[src/hdl/rgbe_rle_pkg.sv]
// Package with the types and constants of the RGBE scanline run-length decoder.
package rgbe_rle_pkg;

    localparam int BYTE_BITS    = 8;
    localparam int STATUS_BITS  = 2;
    localparam int CHANNEL_BITS = 2;
    localparam int X_BITS       = 15;
    localparam int COUNT_BITS   = 7;
    localparam int HDR_BITS     = 16;

    localparam logic [BYTE_BITS-1:0]    HDR_MARK   = 8'd2;
    localparam logic [BYTE_BITS-1:0]    RUN_FLAG   = 8'd128;
    localparam logic [CHANNEL_BITS-1:0] LAST_PLANE = 2'd3;

    localparam logic [STATUS_BITS-1:0] STATUS_WRITE    = 2'd0;
    localparam logic [STATUS_BITS-1:0] STATUS_HDR_ERR  = 2'd1;
    localparam logic [STATUS_BITS-1:0] STATUS_OVERRUN  = 2'd2;

    typedef enum logic [2:0] {
        PH_HDR0    = 3'd0,
        PH_HDR1    = 3'd1,
        PH_HDR2    = 3'd2,
        PH_HDR3    = 3'd3,
        PH_COUNT   = 3'd4,
        PH_RUNVAL  = 3'd5,
        PH_LITERAL = 3'd6
    } phase_t;

endpackage

[src/hdl/rgbe_scanline_rle_decoder.sv]
// Top level of the RGBE adaptive run-length scanline decoder.
//
// The block takes one byte of a new-style RGBE scanline per transaction and checks the
// four-byte header (2, 2, then a big-endian length equal to scan_length). It then decodes
// the red, green, blue and exponent planes, giving one write command per run value or
// literal byte. Status 1 reports a header mismatch and status 2 a run or literal that would
// pass the scan length; after either, or after a finished line, a new header is expected.
// One byte is accepted per cycle unless the output register holds a result that is not
// taken: the decode state is updated by a single combinational step and the result is held
// in one output register, so a result shows in the cycle after its byte is accepted.
// scan_length is written through cfg_wen and cfg_wdata and takes effect at once.
module rgbe_scanline_rle_decoder #(
    parameter int LENGTH_BITS = 15
) (
    input  logic                   aclk,
    input  logic                   aresetn,
    input  logic                   cfg_wen,
    input  logic [LENGTH_BITS-1:0] cfg_wdata,
    input  logic                   s_tvalid,
    output logic                   s_tready,
    // Fields from bit 0: byte_value[7:0].
    input  logic [rgbe_rle_pkg::BYTE_BITS-1:0] s_tdata,
    output logic                   m_tvalid,
    input  logic                   m_tready,
    // Fields from bit 0: channel[1:0], start_x[16:2], run_count[23:17], run_value[31:24].
    output logic [31:0]            m_tdata,
    // Fields from bit 0: status[1:0].
    output logic [rgbe_rle_pkg::STATUS_BITS-1:0] m_tuser,
    output logic                   m_tlast
);
    import rgbe_rle_pkg::*;

    phase_t                  phase_reg, phase_next;
    logic [CHANNEL_BITS-1:0] plane_reg, plane_next;
    logic [LENGTH_BITS-1:0]  position_reg, position_next;
    logic [BYTE_BITS-1:0]    remaining_reg, remaining_next;
    logic [BYTE_BITS-1:0]    length_high_reg, length_high_next;
    logic [LENGTH_BITS-1:0]  scan_length_reg;

    logic                    m_valid_reg;
    logic [STATUS_BITS-1:0]  status_reg, status_next;
    logic [CHANNEL_BITS-1:0] channel_reg, channel_next;
    logic [X_BITS-1:0]       start_x_reg, start_x_next;
    logic [COUNT_BITS-1:0]   run_count_reg, run_count_next;
    logic [BYTE_BITS-1:0]    run_value_reg, run_value_next;
    logic                    line_done_reg, line_done_next;
    logic                    res_valid;

    logic                    accept;
    logic [BYTE_BITS-1:0]    b;
    logic                    is_run;
    logic [BYTE_BITS-1:0]    count_n;
    logic [LENGTH_BITS:0]    ovf_sum;
    logic                    overrun;
    logic [BYTE_BITS-1:0]    write_cnt;
    logic [LENGTH_BITS-1:0]  pos_adv;
    logic                    plane_end;
    logic                    lit_last;
    logic                    hdr_ok;
    logic                    line_end;

    assign s_tready = !m_valid_reg || m_tready;
    assign accept   = s_tvalid && s_tready;
    assign b        = s_tdata;

    assign is_run    = b > RUN_FLAG;
    assign count_n   = is_run ? {1'b0, b[COUNT_BITS-1:0]} : b;
    assign ovf_sum   = (LENGTH_BITS+1)'(position_reg) + (LENGTH_BITS+1)'(count_n);
    assign overrun   = ovf_sum > {1'b0, scan_length_reg};
    assign write_cnt = (phase_reg == PH_RUNVAL) ? {1'b0, remaining_reg[COUNT_BITS-1:0]}
                                                : 8'd1;
    assign pos_adv   = position_reg + LENGTH_BITS'(write_cnt);
    assign plane_end = pos_adv >= scan_length_reg;
    assign lit_last  = remaining_reg == 8'd1;
    assign hdr_ok    = (scan_length_reg != '0)
                    && ({length_high_reg, b} == HDR_BITS'(scan_length_reg));
    assign line_end  = ((phase_reg == PH_RUNVAL) || lit_last) && plane_end
                    && (plane_reg == LAST_PLANE);

    // Next decode state for an accepted byte.
    always_comb begin
        phase_next       = phase_reg;
        plane_next       = plane_reg;
        position_next    = position_reg;
        remaining_next   = remaining_reg;
        length_high_next = length_high_reg;
        if (accept) begin
            unique case (phase_reg)
                PH_HDR0, PH_HDR1: begin
                    if (b != HDR_MARK) begin
                        phase_next       = PH_HDR0;
                        plane_next       = '0;
                        position_next    = '0;
                        remaining_next   = '0;
                        length_high_next = '0;
                    end else begin
                        phase_next = (phase_reg == PH_HDR0) ? PH_HDR1 : PH_HDR2;
                    end
                end
                PH_HDR2: begin
                    length_high_next = b;
                    phase_next       = PH_HDR3;
                end
                PH_HDR3: begin
                    plane_next    = '0;
                    position_next = '0;
                    if (!hdr_ok) begin
                        phase_next       = PH_HDR0;
                        remaining_next   = '0;
                        length_high_next = '0;
                    end else begin
                        phase_next = PH_COUNT;
                    end
                end
                PH_COUNT: begin
                    if (count_n != '0) begin
                        if (overrun) begin
                            phase_next       = PH_HDR0;
                            plane_next       = '0;
                            position_next    = '0;
                            remaining_next   = '0;
                            length_high_next = '0;
                        end else begin
                            remaining_next = count_n;
                            phase_next     = is_run ? PH_RUNVAL : PH_LITERAL;
                        end
                    end
                end
                PH_RUNVAL, PH_LITERAL: begin
                    position_next  = pos_adv;
                    remaining_next = (phase_reg == PH_RUNVAL) ? '0 : remaining_reg - 8'd1;
                    if ((phase_reg == PH_RUNVAL) || lit_last) begin
                        phase_next = PH_COUNT;
                        if (plane_end) begin
                            if (plane_reg == LAST_PLANE) begin
                                phase_next       = PH_HDR0;
                                plane_next       = '0;
                                remaining_next   = '0;
                                length_high_next = '0;
                            end else begin
                                plane_next = plane_reg + 2'd1;
                            end
                            position_next = '0;
                        end
                    end
                end
                default: begin
                    phase_next       = PH_HDR0;
                    plane_next       = '0;
                    position_next    = '0;
                    remaining_next   = '0;
                    length_high_next = '0;
                end
            endcase
        end
    end

    // Result produced by an accepted byte.
    always_comb begin
        res_valid      = 1'b0;
        status_next    = STATUS_WRITE;
        channel_next   = plane_reg;
        start_x_next   = X_BITS'(position_reg);
        run_count_next = '0;
        run_value_next = b;
        line_done_next = 1'b0;
        unique case (phase_reg)
            PH_HDR0, PH_HDR1: begin
                res_valid   = b != HDR_MARK;
                status_next = STATUS_HDR_ERR;
            end
            PH_HDR2: begin
                res_valid = 1'b0;
            end
            PH_HDR3: begin
                res_valid   = !hdr_ok;
                status_next = STATUS_HDR_ERR;
            end
            PH_COUNT: begin
                res_valid   = (count_n != '0) && overrun;
                status_next = STATUS_OVERRUN;
            end
            PH_RUNVAL, PH_LITERAL: begin
                res_valid      = 1'b1;
                run_count_next = write_cnt[COUNT_BITS-1:0];
                line_done_next = line_end;
            end
            default: begin
                res_valid = 1'b0;
            end
        endcase
    end

    always_ff @(posedge aclk) begin
        if (!aresetn) begin
            phase_reg       <= PH_HDR0;
            plane_reg       <= '0;
            position_reg    <= '0;
            remaining_reg   <= '0;
            length_high_reg <= '0;
            scan_length_reg <= LENGTH_BITS'(1);
            m_valid_reg     <= 1'b0;
        end else begin
            phase_reg       <= phase_next;
            plane_reg       <= plane_next;
            position_reg    <= position_next;
            remaining_reg   <= remaining_next;
            length_high_reg <= length_high_next;
            if (cfg_wen) begin
                scan_length_reg <= cfg_wdata;
            end
            if (accept) begin
                m_valid_reg <= res_valid;
            end else if (m_tready) begin
                m_valid_reg <= 1'b0;
            end
        end
    end

    always_ff @(posedge aclk) begin
        if (accept && res_valid) begin
            status_reg    <= status_next;
            channel_reg   <= channel_next;
            start_x_reg   <= start_x_next;
            run_count_reg <= run_count_next;
            run_value_reg <= run_value_next;
            line_done_reg <= line_done_next;
        end
    end

    assign m_tvalid = m_valid_reg;
    assign m_tdata  = {run_value_reg, run_count_reg, start_x_reg, channel_reg};
    assign m_tuser  = status_reg;
    assign m_tlast  = line_done_reg;

endmodule

[config.mk]
export PLATFORM = sky130hd
export DESIGN_NAME = rgbe_scanline_rle_decoder
export DESIGN_NICKNAME = d
export VERILOG_FILES = /design/src/hdl/rgbe_rle_pkg.sv /design/src/hdl/rgbe_scanline_rle_decoder.sv
export SDC_FILE = /design/constraint.sdc
export NUM_CORES = 1
export LEC_CHECK = 0
export ABC_CLOCK_PERIOD_IN_PS = 18600
export BUFFER_PORTS_ARGS = -buffer_cell sky130_fd_sc_hd__buf_2
export CAP_MARGIN = 20
export CORE_MARGIN = 3
export CORE_UTILIZATION = 55
export DETAILED_ROUTE_END_ITERATION = 10
export GPL_TIMING_DRIVEN = 0
export PLACE_DENSITY = 0.73
export RECOVER_POWER = 25
export SYNTH_ARGS = -nofsm -noshare
export SYNTH_HDL_FRONTEND = slang
export SYNTH_SLANG_ARGS = --single-unit
[constraint.sdc]
create_clock -name aclk -period 18.6 [get_ports aclk]
set_input_delay 5.58 -clock aclk [delete_from_list [all_inputs] [get_ports aclk]]
set_output_delay 5.58 -clock aclk [all_outputs]
set_load 0.05 [all_outputs]
==> metrics.md <==
| Metric | Value |
|---|---|
| Status | completed |
| Cell area after synthesis | 5490 um^2 |
| Cts hold-fix bufs | 0 |
| Hold Fails Final Rpt | 0 |
| Pwr dens | 72.4 nW/um^2 |
| Port Buffers | 63 |
| Peak supply drop | 41.0 uV |
| Post-cts repair resize count | 0 |
| Placed cells | 767 |
| CTS tree | done |
| CP Class | in2out |
| Layout cell share with drive strength beyond 1 | 15.4% |
| Static leakage | 2.73 nW |
| Antenna-violating nets left | 0 |
| Post-CTS Setup Inserts | 0 |
| CP max-delay cell | buf_2 |
| Yosys top cell area share | 19.2% |
| Least-Margin Pin Slew | 987 ps |
| Post-synth top flop | dfxtp_1 |
| Die ar. | 11200 um^2 |
| Largest net degree at the start of global routing | 36 |
| Routed wire length | 13.9 mm |
| Vias post-DR | 4545 |
| Via/cell ratio | 5.80 |
| Post-route DRC | 0 |
| Setup Viol. Count Final | 0 |
| Max-cap viol count | 0 |
| Top post-synthesis cells by area | edfxtp_1, dfxtp_1, ha_1 |
| Final HPWL DP | 10.7 mm |
| Post-synth top area cell | edfxtp_1 |
| CTS buffer count | 9 |
| Total Neg Setup Slack | 0 ps |
| Grt ovf | 0 |
| Number of top-level pins | 65 |
| Cell family with most CP delay | buffers and inverters |
| Tmin final | 11640 ps |
| Slack of the critical path | 6960 ps |
| Routability cong. | 0.908 |
| CTS clock-pin slew for the worst setup and hold paths | 100 ps |
| CP bufs+invs | 2 |
| First-pass GRT wire length | 22.6 mm |
| Die Span Y | 106 um |
| Worst slack at placement | 6960 ps |
| Die span in x | 106 um |
| Register area share after synthesis | 38.1% |
| Count of pins over their slew limit | 0 |
| EDFF count, synth | 35 |
| Syn-to-layout area delta | 12.8% |
| Crit end category | output port |
| Synthesized flop and latch total | 87 |
| Synthesized area per cell | 9.54 um^2 |
| Clk_lat worst skew | 360 ps |
| Worst-path maximum fanout | 3 |
| Cells after synthesis | 575 |
| RSZ-0062 raised after global routing | no |
| Post-route insts no fill | 783 |
| Initial Utilization | 58.0% |
| Most frequent CP cell | buf_2 |
| Core area | 9460 um^2 |
| Row cnt | 35 |
| CTS Root Buffer Type | clkbuf_8 |
| Synth Net Count | 653 |
| DR iter-0 viols | 292 |
| Max incr delay on CP | 270 ps |
| Gr usage total | 25.6% |
| Vias in the first global route | 4317 |
| # diodes | 0 |
| Worst Path Required | 13020 ps |
| Synthesis Warnings | 0 |
| CP cell instances | buf_2 -> nand2b_1 -> buf_2 |
| Worst Setup Start Kind | primary input |
| Distinct cell type count after synthesis | 74 |
| Critical Path AT | 6060 ps |
| Hold crit path type | reg2reg |
| NumNets Final | 727 |
| Layout Skew | 15.6 ps |
| Asr flop ratio synth | 0% |
| Clk sinks | 87 |
| Deepest clock path buffer count | 2 |
| H-tree levels | 3 |
| Routed WL per cell | 17.8 um |
| FMAX | 0.0859 GHz |
| Fin crit share | 62.6% |
| Initial antenna violation count | 0 |
| DRT Pass-1 Iters | 4 |
| Relative slew slack | 33.8% |
==> routing by layer <==
| layer | wire, um | global-route usage (%) | up-vias |
|---|---|---|---|
| met2 | 6620 | 41.9 | 137 |
| met1 | 6400 | 36.2 | 2167 |
| met3 | 806 | 4.07 | 10 |
| met4 | 114 | 5.37 | 0 |
| met5 | 0 | 0 | - |
| li1 | - | - | 2231 |
==> logic make-up (layout without fill, tap and decap cells) <==
logic type                 after synthesis  count (layout)  share of synthesized area, %
DFF                                     87              87                          38.1
and+or+nand+nor                        201             201                          19.2
muxes                                   25              25                          4.56
buffers and inverters                   56             135                          4.33
adders and majority gates               50              50                          11.7
xor gates and xnor gates                39              39                          6.22
AOI/OAI and AO/OA                      117             117                          15.9
==> synthesized netlist by cell type (4+ instances only) <==
| library cell | number |
|---|---|
| a21o_1 | 4 |
| nor4_1 | 11 |
| mux2i_1 | 25 |
| xor2_1 | 23 |
| dfxtp_1 | 52 |
| o21ai_0 | 19 |
| nand2b_1 | 5 |
| nor3_1 | 9 |
| nand3_1 | 18 |
| clkbuf_1 | 11 |
| ha_1 | 48 |
| nor2b_1 | 10 |
| a31oi_1 | 4 |
| o21a_1 | 6 |
| nand4_1 | 6 |
| nor2_1 | 48 |
| and2_1 | 12 |
| inv_1 | 38 |
| a21oi_1 | 27 |
| nand2_1 | 52 |
| a22o_1 | 12 |
| and3_1 | 6 |
| edfxtp_1 | 35 |
| xnor2_1 | 16 |
==> report_power, final <==
| group | total, W | internal [W] | switching [W] |
|---|---|---|---|
| Sequential | 0.000212 | 0.000207 | 0.00000521 |
| Clock | 0.000161 | 0.0000898 | 0.0000711 |
| Combinational | 0.0000750 | 0.0000216 | 0.0000535 |
==> final timing paths <==
kind | start | end | slack, ps | cells after the start
min | position_reg[11] | start_x_reg[11] | 440 | 0
max reg2reg | phase_reg[2] | position_reg[3] | 12160 | 22
min reg2reg | position_reg[11] | start_x_reg[11] | 440 | 0
max | m_tready | s_tready | 6960 | 3
==> worst register-to-register path, stage by stage (launching register included) <==
cell and delay [ps]:
dfxtp_1 500, clkbuf_1 410, nand2_1 120, nor2_1 320, clkbuf_1 350, nand2_1 210
inv_1 100, ha_1 140, a21oi_1 50, o21ai_0 270, o21ai_0 150, a21oi_1 550
and3_1 290, xor2_1 210, ha_1 290, a21o_1 190, a211o_1 320, a211oi_1 780
a32o_1 320, o211a_1 230, and3_4 240, buf_4 190, a22o_1 150
==> metrics by stage <==
stage	utilization (%)	cell area, um^2	total power, W	hold WS (ps)
global route	65.5	6190	0.000466	465
detailed placement	63.1	5970	0.000293	419
finish	65.5	6190	0.000448	443
floorplan	-	5490	0.000271	406
CTS	65.7	6220	0.000452	444
global placement	63.1	5960	0.000292	418
==> placed cells by master (no fill, tap or decap), types with 4 or more instances in the layout <==
cell type  count
buf_2         55
nand2_1       52
dfxtp_1       52
ha_1          48
nor2_1        47
inv_1         38
edfxtp_1      35
a21oi_1       27
mux2i_1       25
xor2_1        23
clkbuf_1      20
o21ai_0       19
nand3_1       18
xnor2_1       16
a22o_1        12
nor4_1        11
nor2b_1       10
nor3_1         9
clkbuf_8       9
and2_1         8
nand4_1        6
and3_1         6
o21a_1         6
nand2b_1       5
a21o_1         4
a31oi_1        4
and2_0         4
==> cell type report <==
type	instances	area, um^2
Multi-Input combinational cell	432	3150
Tap cell	129	161
Clock buffer	9	124
Timing Repair Buffer	63	304
Sequential cell	87	2090
Fill cell	802	3270
Buffer	17	91.3
Clock inverter	7	120
Inverter	39	146
(Power assumes the default switching activity.)
